$ cat src/sv/sbqeq_pkg.sv
package sbqeq_pkg;

  localparam int SAMPLE_BITS    = 24;
  localparam int COEF_BITS      = 32;
  localparam int COEF_FRAC_BITS = 26;
  localparam int ACC_BITS       = 64;
  localparam int PROD_BITS      = COEF_BITS + SAMPLE_BITS;
  localparam int TAPS           = 5;
  localparam int NUM_CHANNELS   = 2;
  localparam int CH_W           = 1;
  localparam int FUNC_BITS      = 2;
  localparam int CIDX_BITS      = 5;

  typedef logic signed [SAMPLE_BITS-1:0] sample_t;
  typedef logic signed [COEF_BITS-1:0]   coef_t;
  typedef logic signed [PROD_BITS-1:0]   prod_t;
  typedef logic [ACC_BITS-1:0]           acc_t;

  localparam coef_t   COEF_ONE   = coef_t'(1) << COEF_FRAC_BITS;
  localparam acc_t    ROUND_HALF = acc_t'(1) << (COEF_FRAC_BITS - 1);
  localparam sample_t SAMPLE_MAX = {1'b0, {(SAMPLE_BITS-1){1'b1}}};
  localparam sample_t SAMPLE_MIN = {1'b1, {(SAMPLE_BITS-1){1'b0}}};

  typedef enum logic [FUNC_BITS-1:0] {
    FUNC_PROC     = 2'd0,
    FUNC_COEF_WR  = 2'd1,
    FUNC_HIST_CLR = 2'd2
  } func_t;

  typedef enum logic [2:0] {
    TAP_B0 = 3'd0,
    TAP_B1 = 3'd1,
    TAP_B2 = 3'd2,
    TAP_A1 = 3'd3,
    TAP_A2 = 3'd4
  } tap_t;

  typedef enum logic [2:0] {
    S_IDLE,
    S_TAP,
    S_WAIT,
    S_DONE,
    S_FIN,
    S_PUB
  } state_t;

  typedef struct packed {
    logic [FUNC_BITS-1:0] func;
    sample_t              left_in;
    sample_t              right_in;
    logic [CIDX_BITS-1:0] coef_index;
    coef_t                coef_value;
  } req_t;

  typedef struct packed {
    sample_t left_out;
    sample_t right_out;
  } rsp_t;

  typedef struct packed {
    sample_t h1;
    sample_t h2;
  } hist_t;

  typedef struct packed {
    logic capture;
    logic coef_wr;
    logic hist_clr;
    logic load_x;
    logic hist_rd;
    logic tap_vld;
    tap_t tap;
    logic sec_done;
    logic fin;
    logic publish;
  } cmd_t;

endpackage

$ cat src/sv/sbqeq_dp.sv
module sbqeq_dp import sbqeq_pkg::*; #(
  parameter int NUM_SECTIONS = 5
) (
  input  logic                 clk,
  input  logic                 rst,
  input  req_t                 req,
  input  cmd_t                 cmd,
  input  logic [((NUM_SECTIONS > 1) ? $clog2(NUM_SECTIONS) : 1)-1:0] sec,
  input  logic [CH_W-1:0]      ch,
  output rsp_t                 rsp
);

  localparam int NUM_COEFS  = NUM_SECTIONS * TAPS;
  localparam int CA_W       = $clog2(NUM_COEFS);
  localparam int HIST_DEPTH = NUM_CHANNELS * (NUM_SECTIONS + 1);
  localparam int HA_W       = $clog2(HIST_DEPTH);
  localparam int RSH_BITS   = ACC_BITS - COEF_FRAC_BITS;

  coef_t                 coef_mem [NUM_COEFS];
  logic [NUM_COEFS-1:0]  coef_vld;
  logic [CA_W-1:0]       coef_ra;
  logic [CA_W-1:0]       coef_wa;
  logic                  coef_we;
  coef_t                 coef_rd;
  logic                  coef_rd_vld;
  coef_t                 coef_eff;

  hist_t                 hist_mem [HIST_DEPTH];
  logic [HIST_DEPTH-1:0] hist_vld;
  logic [HA_W-1:0]       hist_base;
  logic [HA_W-1:0]       hist_ra0;
  logic [HA_W-1:0]       hist_ra1;
  logic [HA_W-1:0]       hist_wa;
  logic                  hist_we;
  hist_t                 hist_wd;
  hist_t                 rd0;
  hist_t                 rd1;
  logic                  rd0_vld;
  logic                  rd1_vld;
  hist_t                 xh;
  hist_t                 yh;

  sample_t               samp [NUM_CHANNELS];
  sample_t               x_cur;
  sample_t               res [NUM_CHANNELS];

  logic                  tap_vld_q;
  tap_t                  tap_q;
  sample_t               op;
  prod_t                 prod_d;
  prod_t                 prod_q;
  logic                  prod_vld;
  logic                  prod_neg;
  logic                  prod_first;
  acc_t                  pext;
  acc_t                  acc;

  acc_t                  rnd;
  logic [RSH_BITS-1:0]   rsh;
  logic [RSH_BITS-SAMPLE_BITS:0] rsh_hi;
  sample_t               y;

  // coefficient store
  assign coef_ra = CA_W'(sec) * CA_W'(TAPS) + CA_W'(cmd.tap);
  assign coef_wa = CA_W'(req.coef_index);
  assign coef_we = cmd.coef_wr && (32'(req.coef_index) < 32'(NUM_COEFS));

  always_ff @(posedge clk) begin
    if (coef_we) begin
      coef_mem[coef_wa] <= req.coef_value;
    end
    if (cmd.tap_vld) begin
      coef_rd     <= coef_mem[coef_ra];
      coef_rd_vld <= coef_vld[coef_ra];
      tap_q       <= cmd.tap;
    end
  end

  always_ff @(posedge clk) begin
    if (rst) begin
      coef_vld <= '0;
    end else if (coef_we) begin
      coef_vld[coef_wa] <= 1'b1;
    end
  end

  assign coef_eff = coef_rd_vld ? coef_rd : ((tap_q == TAP_B0) ? COEF_ONE : '0);

  // filter history
  assign hist_base = HA_W'(ch) * HA_W'(NUM_SECTIONS + 1);
  assign hist_ra0  = hist_base + HA_W'(sec);
  assign hist_ra1  = hist_ra0 + HA_W'(1);
  assign hist_wa   = cmd.sec_done ? hist_ra0 : hist_base + HA_W'(NUM_SECTIONS);
  assign hist_we   = cmd.sec_done || cmd.fin;
  assign hist_wd.h1 = x_cur;
  assign hist_wd.h2 = cmd.sec_done ? xh.h1 : yh.h1;

  always_ff @(posedge clk) begin
    if (hist_we) begin
      hist_mem[hist_wa] <= hist_wd;
    end
    if (cmd.hist_rd) begin
      rd0     <= hist_mem[hist_ra0];
      rd1     <= hist_mem[hist_ra1];
      rd0_vld <= hist_vld[hist_ra0];
      rd1_vld <= hist_vld[hist_ra1];
    end
  end

  always_ff @(posedge clk) begin
    if (rst) begin
      hist_vld <= '0;
    end else if (cmd.hist_clr) begin
      hist_vld <= '0;
    end else if (hist_we) begin
      hist_vld[hist_wa] <= 1'b1;
    end
  end

  assign xh = rd0_vld ? rd0 : '0;
  assign yh = rd1_vld ? rd1 : '0;

  // samples and section input
  always_ff @(posedge clk) begin
    if (cmd.capture) begin
      samp[0] <= req.left_in;
      samp[1] <= req.right_in;
    end
    if (cmd.load_x) begin
      x_cur <= samp[ch];
    end else if (cmd.sec_done) begin
      x_cur <= y;
    end
    if (cmd.fin) begin
      res[ch] <= x_cur;
    end
    if (cmd.publish) begin
      rsp.left_out  <= res[0];
      rsp.right_out <= res[1];
    end
  end

  // shared multiplier
  always_comb begin
    case (tap_q)
      TAP_B0:  op = x_cur;
      TAP_B1:  op = xh.h1;
      TAP_B2:  op = xh.h2;
      TAP_A1:  op = yh.h1;
      TAP_A2:  op = yh.h2;
      default: op = '0;
    endcase
  end

  assign prod_d = coef_eff * op;

  always_ff @(posedge clk) begin
    if (rst) begin
      tap_vld_q <= 1'b0;
      prod_vld  <= 1'b0;
    end else begin
      tap_vld_q <= cmd.tap_vld;
      prod_vld  <= tap_vld_q;
    end
  end

  always_ff @(posedge clk) begin
    if (tap_vld_q) begin
      prod_q     <= prod_d;
      prod_neg   <= (tap_q == TAP_A1) || (tap_q == TAP_A2);
      prod_first <= (tap_q == TAP_B0);
    end
  end

  // accumulate
  assign pext = {{(ACC_BITS-PROD_BITS){prod_q[PROD_BITS-1]}}, prod_q};

  always_ff @(posedge clk) begin
    if (prod_vld) begin
      acc <= (prod_first ? '0 : acc) + (prod_neg ? -pext : pext);
    end
  end

  // round half up, saturate
  assign rnd    = acc + ROUND_HALF;
  assign rsh    = rnd[ACC_BITS-1:COEF_FRAC_BITS];
  assign rsh_hi = rsh[RSH_BITS-1:SAMPLE_BITS-1];

  always_comb begin
    if ((&rsh_hi) || !(|rsh_hi)) begin
      y = rsh[SAMPLE_BITS-1:0];
    end else if (rsh[RSH_BITS-1]) begin
      y = SAMPLE_MIN;
    end else begin
      y = SAMPLE_MAX;
    end
  end

endmodule

$ cat src/sv/sbqeq_ctrl.sv
module sbqeq_ctrl import sbqeq_pkg::*; #(
  parameter int NUM_SECTIONS = 5
) (
  input  logic                 clk,
  input  logic                 rst,
  input  logic                 req_valid,
  output logic                 req_ready,
  input  logic [FUNC_BITS-1:0] func,
  output logic                 rsp_valid,
  input  logic                 rsp_ready,
  output cmd_t                 cmd,
  output logic [((NUM_SECTIONS > 1) ? $clog2(NUM_SECTIONS) : 1)-1:0] sec,
  output logic [CH_W-1:0]      ch
);

  localparam int SEC_W = (NUM_SECTIONS > 1) ? $clog2(NUM_SECTIONS) : 1;

  state_t           state;
  state_t           state_next;
  logic [SEC_W-1:0] sec_next;
  logic [CH_W-1:0]  ch_next;
  tap_t             tap;
  tap_t             tap_next;
  logic             wcnt;
  logic             wcnt_next;
  logic             rsp_valid_next;

  always_ff @(posedge clk) begin
    if (rst) begin
      state     <= S_IDLE;
      sec       <= '0;
      ch        <= '0;
      tap       <= TAP_B0;
      wcnt      <= 1'b0;
      rsp_valid <= 1'b0;
    end else begin
      state     <= state_next;
      sec       <= sec_next;
      ch        <= ch_next;
      tap       <= tap_next;
      wcnt      <= wcnt_next;
      rsp_valid <= rsp_valid_next;
    end
  end

  always_comb begin
    state_next = state;
    sec_next   = sec;
    ch_next    = ch;
    tap_next   = tap;
    wcnt_next  = wcnt;
    req_ready  = 1'b0;
    cmd        = '0;
    cmd.tap    = tap;
    unique case (state)
      S_IDLE: begin
        req_ready = 1'b1;
        if (req_valid) begin
          unique case (func_t'(func))
            FUNC_PROC: begin
              cmd.capture = 1'b1;
              sec_next    = '0;
              ch_next     = '0;
              tap_next    = TAP_B0;
              state_next  = S_TAP;
            end
            FUNC_COEF_WR:  cmd.coef_wr  = 1'b1;
            FUNC_HIST_CLR: cmd.hist_clr = 1'b1;
            default: ;
          endcase
        end
      end
      S_TAP: begin
        cmd.tap_vld = 1'b1;
        cmd.hist_rd = (tap == TAP_B0);
        cmd.load_x  = (tap == TAP_B0) && (sec == '0);
        if (tap == TAP_A2) begin
          wcnt_next  = 1'b0;
          state_next = S_WAIT;
        end else begin
          tap_next = tap_t'(tap + 3'd1);
        end
      end
      S_WAIT: begin
        if (wcnt) begin
          state_next = S_DONE;
        end else begin
          wcnt_next = 1'b1;
        end
      end
      S_DONE: begin
        cmd.sec_done = 1'b1;
        tap_next     = TAP_B0;
        if (sec == SEC_W'(NUM_SECTIONS - 1)) begin
          state_next = S_FIN;
        end else begin
          sec_next   = sec + SEC_W'(1);
          state_next = S_TAP;
        end
      end
      S_FIN: begin
        cmd.fin  = 1'b1;
        sec_next = '0;
        tap_next = TAP_B0;
        if (ch == CH_W'(NUM_CHANNELS - 1)) begin
          state_next = S_PUB;
        end else begin
          ch_next    = ch + CH_W'(1);
          state_next = S_TAP;
        end
      end
      S_PUB: begin
        if (!rsp_valid || rsp_ready) begin
          cmd.publish = 1'b1;
          state_next  = S_IDLE;
        end
      end
      default: state_next = S_IDLE;
    endcase
    rsp_valid_next = cmd.publish ? 1'b1 : (rsp_ready ? 1'b0 : rsp_valid);
  end

endmodule

$ cat src/sv/stereo_biquad_cascade_eq.sv
// Stereo five-section biquad equalizer, direct form I, shared coefficients.
// Request channel (req_valid/req_ready/req): func selects processing of a
// sample pair, a coefficient write (coef_index, coef_value) or a history
// clear. Only a processed pair gives a response on rsp_valid/rsp_ready.
// Coefficient writes, history clears and unknown codes are handled in idle
// and the block is ready again in the next cycle.
// A sample pair runs through both channels one after the other on a single
// multiplier: five products per section, each through a coefficient read,
// a multiply and an accumulate stage, then round and history write per
// section and a result store per channel. At the publish step the pair
// goes to the response register and the block returns to idle.
// The response sits in its own register: a stalled receiver holds the next
// pair at its publish step; until that pair arrives there, requests are
// still taken in idle while the response is pending.
// Reset sets every b0 to 1.0 and all other coefficients and all history
// to zero; the block then passes samples through unchanged.
module stereo_biquad_cascade_eq import sbqeq_pkg::*; #(
  parameter int NUM_SECTIONS = 5
) (
  input  logic clk,
  input  logic rst,
  input  logic req_valid,
  output logic req_ready,
  input  req_t req,
  output logic rsp_valid,
  input  logic rsp_ready,
  output rsp_t rsp
);

  localparam int SEC_W = (NUM_SECTIONS > 1) ? $clog2(NUM_SECTIONS) : 1;

  cmd_t             cmd;
  logic [SEC_W-1:0] sec;
  logic [CH_W-1:0]  ch;

  sbqeq_ctrl #(
    .NUM_SECTIONS(NUM_SECTIONS)
  ) u_ctrl (
    .clk       (clk),
    .rst       (rst),
    .req_valid (req_valid),
    .req_ready (req_ready),
    .func      (req.func),
    .rsp_valid (rsp_valid),
    .rsp_ready (rsp_ready),
    .cmd       (cmd),
    .sec       (sec),
    .ch        (ch)
  );

  sbqeq_dp #(
    .NUM_SECTIONS(NUM_SECTIONS)
  ) u_dp (
    .clk (clk),
    .rst (rst),
    .req (req),
    .cmd (cmd),
    .sec (sec),
    .ch  (ch),
    .rsp (rsp)
  );

`ifndef SYNTHESIS
  a_publish_free: assert property (@(posedge clk) disable iff (rst)
    cmd.publish |-> (!rsp_valid || rsp_ready))
    else $error("response overwritten while still pending");

  a_rsp_from_publish: assert property (@(posedge clk) disable iff (rst)
    $rose(rsp_valid) |-> $past(cmd.publish))
    else $error("response valid without publish");

  a_fin_after_done: assert property (@(posedge clk) disable iff (rst)
    cmd.fin |-> $past(cmd.sec_done))
    else $error("channel finish without last section done");
`endif

endmodule

$ cat config.mk
export PLATFORM = sky130hd
export DESIGN_NAME = stereo_biquad_cascade_eq
export DESIGN_NICKNAME = d
export VERILOG_FILES = /design/src/sv/sbqeq_pkg.sv /design/src/sv/sbqeq_dp.sv /design/src/sv/sbqeq_ctrl.sv /design/src/sv/stereo_biquad_cascade_eq.sv
export SDC_FILE = /design/constraint.sdc
export NUM_CORES = 2
export LEC_CHECK = 0
export BUFFER_PORTS_ARGS = -buffer_cell sky130_fd_sc_hd__clkbuf_2
export CAP_MARGIN = 25
export CORE_UTILIZATION = 45
export CTS_BUF_LIST = sky130_fd_sc_hd__clkbuf_16
export CTS_CLUSTER_SIZE = 8
export DETAILED_ROUTE_END_ITERATION = 8
export GPL_ROUTABILITY_DRIVEN = 0
export PLACE_DENSITY_LB_ADDON = 0.2
export SLEW_MARGIN = 20
export SYNTH_ARGS = -nofsm -noshare
export SYNTH_HDL_FRONTEND = slang
export SYNTH_SLANG_ARGS = --single-unit
$ cat constraint.sdc
create_clock -name clk -period 10.8 [get_ports clk]
set_input_delay 0.54 -clock clk [delete_from_list [all_inputs] [get_ports clk]]
set_output_delay 0.54 -clock clk [all_outputs]
set_load 0.02 [all_outputs]
==> flow_metrics.env <==
export IMPL_outcome="finished clean"
export IMPL_synth_async_sr_flop_share_pct=0
export IMPL_grt_pass1_vias=66200
export IMPL_globalRouteOverflowTotal=0
export IMPL_grt_antenna_before_repair=24
export IMPL_drt_wirelength_per_cell_um=26.1
export IMPL_grt_met2_usage_pct=37.4
export IMPL_clk_latency_ns=0.95
export IMPL_ctsLongestPathBuffers=4
export IMPL_regToRegSetupSlack_ns=0.99
export IMPL_ys_ff_latch=1852
export IMPL_routed_via_count=63500
export IMPL_synth_top_cells_by_area="sky130_fd_sc_hd__edfxtp_1, sky130_fd_sc_hd__fa_1, sky130_fd_sc_hd__mux4_2"
export IMPL_vias_per_cell=5.79
export IMPL_synthFlopType="sky130_fd_sc_hd__edfxtp_1"
export IMPL_largest_net_degree_at_the_start_of_global_routing=120
export IMPL_seqCellArea_mm2=0.0551
export IMPL_seq_area_frac_synth_pct=52.1
export IMPL_finalSetupViolCount=0
export IMPL_crit_path_max_fanout=24
export IMPL_antenna_left=0
export IMPL_cts_root_buf="sky130_fd_sc_hd__clkbuf_16"
export IMPL_hold_path_class="primary input to flip-flop"
export IMPL_post_dp_hpwl_um=193000
export IMPL_clock_tree_from_tritoncts="yes"
export IMPL_n_fill_cell=19400
export IMPL_busiest_layer="met2"
export IMPL_post_cts_resize_count=0
export IMPL_final_max_slew_viol_count=0
export IMPL_worst_slew_pin_transition_ns=1.12
export IMPL_io_buffers=140
export IMPL_dr_pass1_iters=6
export IMPL_tritoncts_num_buffers=283
export IMPL_power_per_cell_area_mw_per_mm2=210
export IMPL_grt_first_pass_wirelength_um=430000
export IMPL_die_area_mm2=0.237
export IMPL_setup_worst_path_class="flip-flop to flip-flop"
export IMPL_die_h_um=487
export IMPL_mappedNetlistArea_mm2=0.106
export IMPL_worstPathRequired_ns=11.38
export IMPL_critical_path_startpoint_type="flip-flop"
export IMPL_placed_cell_area_mm2=0.111
export IMPL_grt_met3_usage_pct=4.75
export IMPL_nNetsFinal=8858
export IMPL_maxCapViolCount=0
export IMPL_worst_setup_path_end_kind="flip-flop"
export IMPL_synth_top_area_share_pct=51.1
export IMPL_maxClockFrequency_mhz=102
export IMPL_cts_reportedPaths_clkPinSlew_ns=0.06
export IMPL_timing_critical_path_arrival_ns=10.39
export IMPL_routed_wl_um=287000
export IMPL_cellLeakagePower_uw=0.0425
export IMPL_floorplan_die_width_um=487
export IMPL_groute_usage_overall_pct=24.5
export IMPL_cp_peak_stage_delay_ns=0.81
export IMPL_start_util_pct=45.4
export IMPL_timing_final_crit_share_pct=90.8
export IMPL_postSynthCellCount=7498
export IMPL_final_cell_area_excluding_filler_cells_mm2=0.119
export IMPL_synth_lib_cells_used_distinct=70
export IMPL_irDropWorstVdd_mv=0.218
export IMPL_drt_first_iter_violations=5902
export IMPL_slew_headroom_pct=25.3
export IMPL_io_pins=141
export IMPL_met1_track_demand_over_resource_in_global_routing_pct=34.3
export IMPL_layout_drive_gt1_share_pct=15.8
export IMPL_finalHoldViolations=0
export IMPL_syn_mean_instance_area_um2=14.1
export IMPL_cts_htree_levels=5
export IMPL_fp_coreArea_mm2=0.233
export IMPL_post_cts_repair_setup_buffers=0
export IMPL_mappedNetlistNets=8604
export IMPL_setup_total_negative_slack_ns=0
export IMPL_ys_warn_count=0
export IMPL_row_count=177
export IMPL_yosys_area_top_type="sky130_fd_sc_hd__edfxtp_1"
export IMPL_path_common_cell="sky130_fd_sc_hd__fa_1"
export IMPL_area_delta_synth_final_pct=12.3
export IMPL_grt_setup_unrepaired="no"
export IMPL_tritoncts_num_sinks=1852
export IMPL_cts_hold_buf=48
export IMPL_skew_ns=0.117
export IMPL_drc=0
export IMPL_post_route_min_period_ns=9.81
export IMPL_synth_enable_flop_cells=1800
export IMPL_multi_input_area_mm2=0.0466
export IMPL_critical_path_slowest_cell="sky130_fd_sc_hd__nand3_1"
-- power breakdown --
part	switching (uW)	internal (uW)
Sequential	205	8460
Clock	2960	4630
Combinational	5200	3480
Total	8370	16600
-- worst max-delay path: cells and delay by family (launching register included) --
family	cells	cell delay (ns)
adder cells (fa/ha/maj)	8	3.91
AO/OA/AOI/OAI	8	1.96
buffers and inverters	4	0.46
flip-flops	1	0.47
AND/OR/NAND/NOR	7	2.47
XOR/XNOR	1	0.14
-- cells in the mapped netlist, types with 20 or more instances --
cell type / instances
sky130_fd_sc_hd__inv_1: 825
sky130_fd_sc_hd__edfxtp_1: 1800
sky130_fd_sc_hd__buf_1: 91
sky130_fd_sc_hd__o221ai_1: 23
sky130_fd_sc_hd__and3_1: 25
sky130_fd_sc_hd__nor3_1: 24
sky130_fd_sc_hd__o211ai_1: 30
sky130_fd_sc_hd__a21oi_1: 205
sky130_fd_sc_hd__nand2b_1: 38
sky130_fd_sc_hd__xnor2_1: 144
sky130_fd_sc_hd__a21o_1: 61
sky130_fd_sc_hd__ha_1: 229
sky130_fd_sc_hd__nor2b_1: 82
sky130_fd_sc_hd__mux2_2: 23
sky130_fd_sc_hd__mux4_2: 504
sky130_fd_sc_hd__fa_1: 786
sky130_fd_sc_hd__nor2_1: 522
sky130_fd_sc_hd__clkbuf_1: 307
sky130_fd_sc_hd__nand3_1: 109
sky130_fd_sc_hd__o31ai_1: 20
sky130_fd_sc_hd__a22oi_1: 23
sky130_fd_sc_hd__and2_1: 70
sky130_fd_sc_hd__xor2_1: 66
sky130_fd_sc_hd__dfxtp_1: 52
sky130_fd_sc_hd__nand4_1: 51
sky130_fd_sc_hd__mux2i_1: 175
sky130_fd_sc_hd__o21ai_0: 241
sky130_fd_sc_hd__nand2_1: 745
sky130_fd_sc_hd__a211oi_1: 20
-- stage by stage --
step | utilization (%) | setup slack [ns] | total power [uW] | hold slack (ns) | instances
finish | 51.0 | 0.989 | 24900 | 0.129 | 11000
detailed placement | 47.5 | 1.16 | 17400 | 0.405 | 10500
global route | 51.0 | 0.580 | 26400 | 0.121 | 11000
floorplan | - | 0.0437 | 15000 | 0.400 | 7498
global placement | 47.5 | 1.27 | 17300 | 0.402 | 10500
CTS | 50.9 | 1.07 | 25100 | 0.0504 | 11000
-- final timing paths --
check | cells past startpoint | endpoint | startpoint
setup / recovery | 28 | u_dp.prod_q[50]$_DFFE_PP_ | u_dp.tap_q[1]$_DFFE_PP_
hold / removal | 1 | u_dp.coef_mem[18][31]$_DFFE_PP_ | req[31]
setup reg to reg | 28 | u_dp.prod_q[50]$_DFFE_PP_ | u_dp.tap_q[1]$_DFFE_PP_
hold reg to reg | 0 | rsp[8]$_DFFE_PP_ | u_dp.res[1][8]$_DFFE_PP_
-- registers in the layout, summed over array words and instances, names as in the netlist, 3 cells and up, named ones only --
signal	flops
u_dp.coef_vld	25
u_ctrl.state	3
u_dp.coef_mem	800
u_dp.tap_q	3
u_dp.hist_vld	12
u_dp.acc	64
u_dp.samp	48
u_dp.x_cur	24
u_dp.res	48
u_dp.coef_rd	32
u_ctrl.sec	3
u_dp.hist_mem	576
u_dp.rd0	48
u_dp.rd1	48
u_dp.prod_q	56
u_ctrl.tap	3
rsp	48
-- final cells by class --
type	count	share of cell area [%]
Clock inverter	75	0.316
Antenna cell	9	0.0190
Clock buffer	284	5.98
Multi-Input combinational cell	4422	39.2
Sequential cell	1852	46.4
Inverter	825	2.61
Tap cell	3132	3.30
Timing Repair Buffer	368	2.19
-- layout by cell type, fill, tap and decap left out, drive strengths merged, types with 9 or more instances in the layout --
cell type / count
a211oi: 20
a21o: 61
a21oi: 205
a22oi: 23
a31oi: 16
a32oi: 14
and2: 74
and3: 25
and4: 18
buf: 179
clkbuf: 425
dfxtp: 52
diode: 9
dlygate4sd3: 48
edfxtp: 1800
fa: 786
ha: 229
inv: 892
mux2: 23
mux2i: 175
mux4: 504
nand2: 745
nand2b: 38
nand3: 109
nand4: 51
nor2: 522
nor2b: 82
nor3: 24
o211ai: 30
o21a: 19
o21ai: 242
o21bai: 19
o221ai: 23
o31ai: 21
o41ai: 10
or3: 16
xnor2: 145
xor2: 66
-- layer usage --
layer	wire length (um)	share of wire (%)
met5	83	0.029
met2	130000	45
met1	119000	42
met3	24900	8.7
met4	12700	4.4
-- logic make-up after synthesis --
logic type / synth area share, %
muxes: 12.6
xor gates and xnor gates: 1.75
DFF: 52.1
and+or+nand+nor: 7.32
adders and majority gates: 17.6
AOI/OAI and AO/OA: 4.32
buffers and inverters: 4.34
Note: power is estimated with default switching activity, not from simulation.
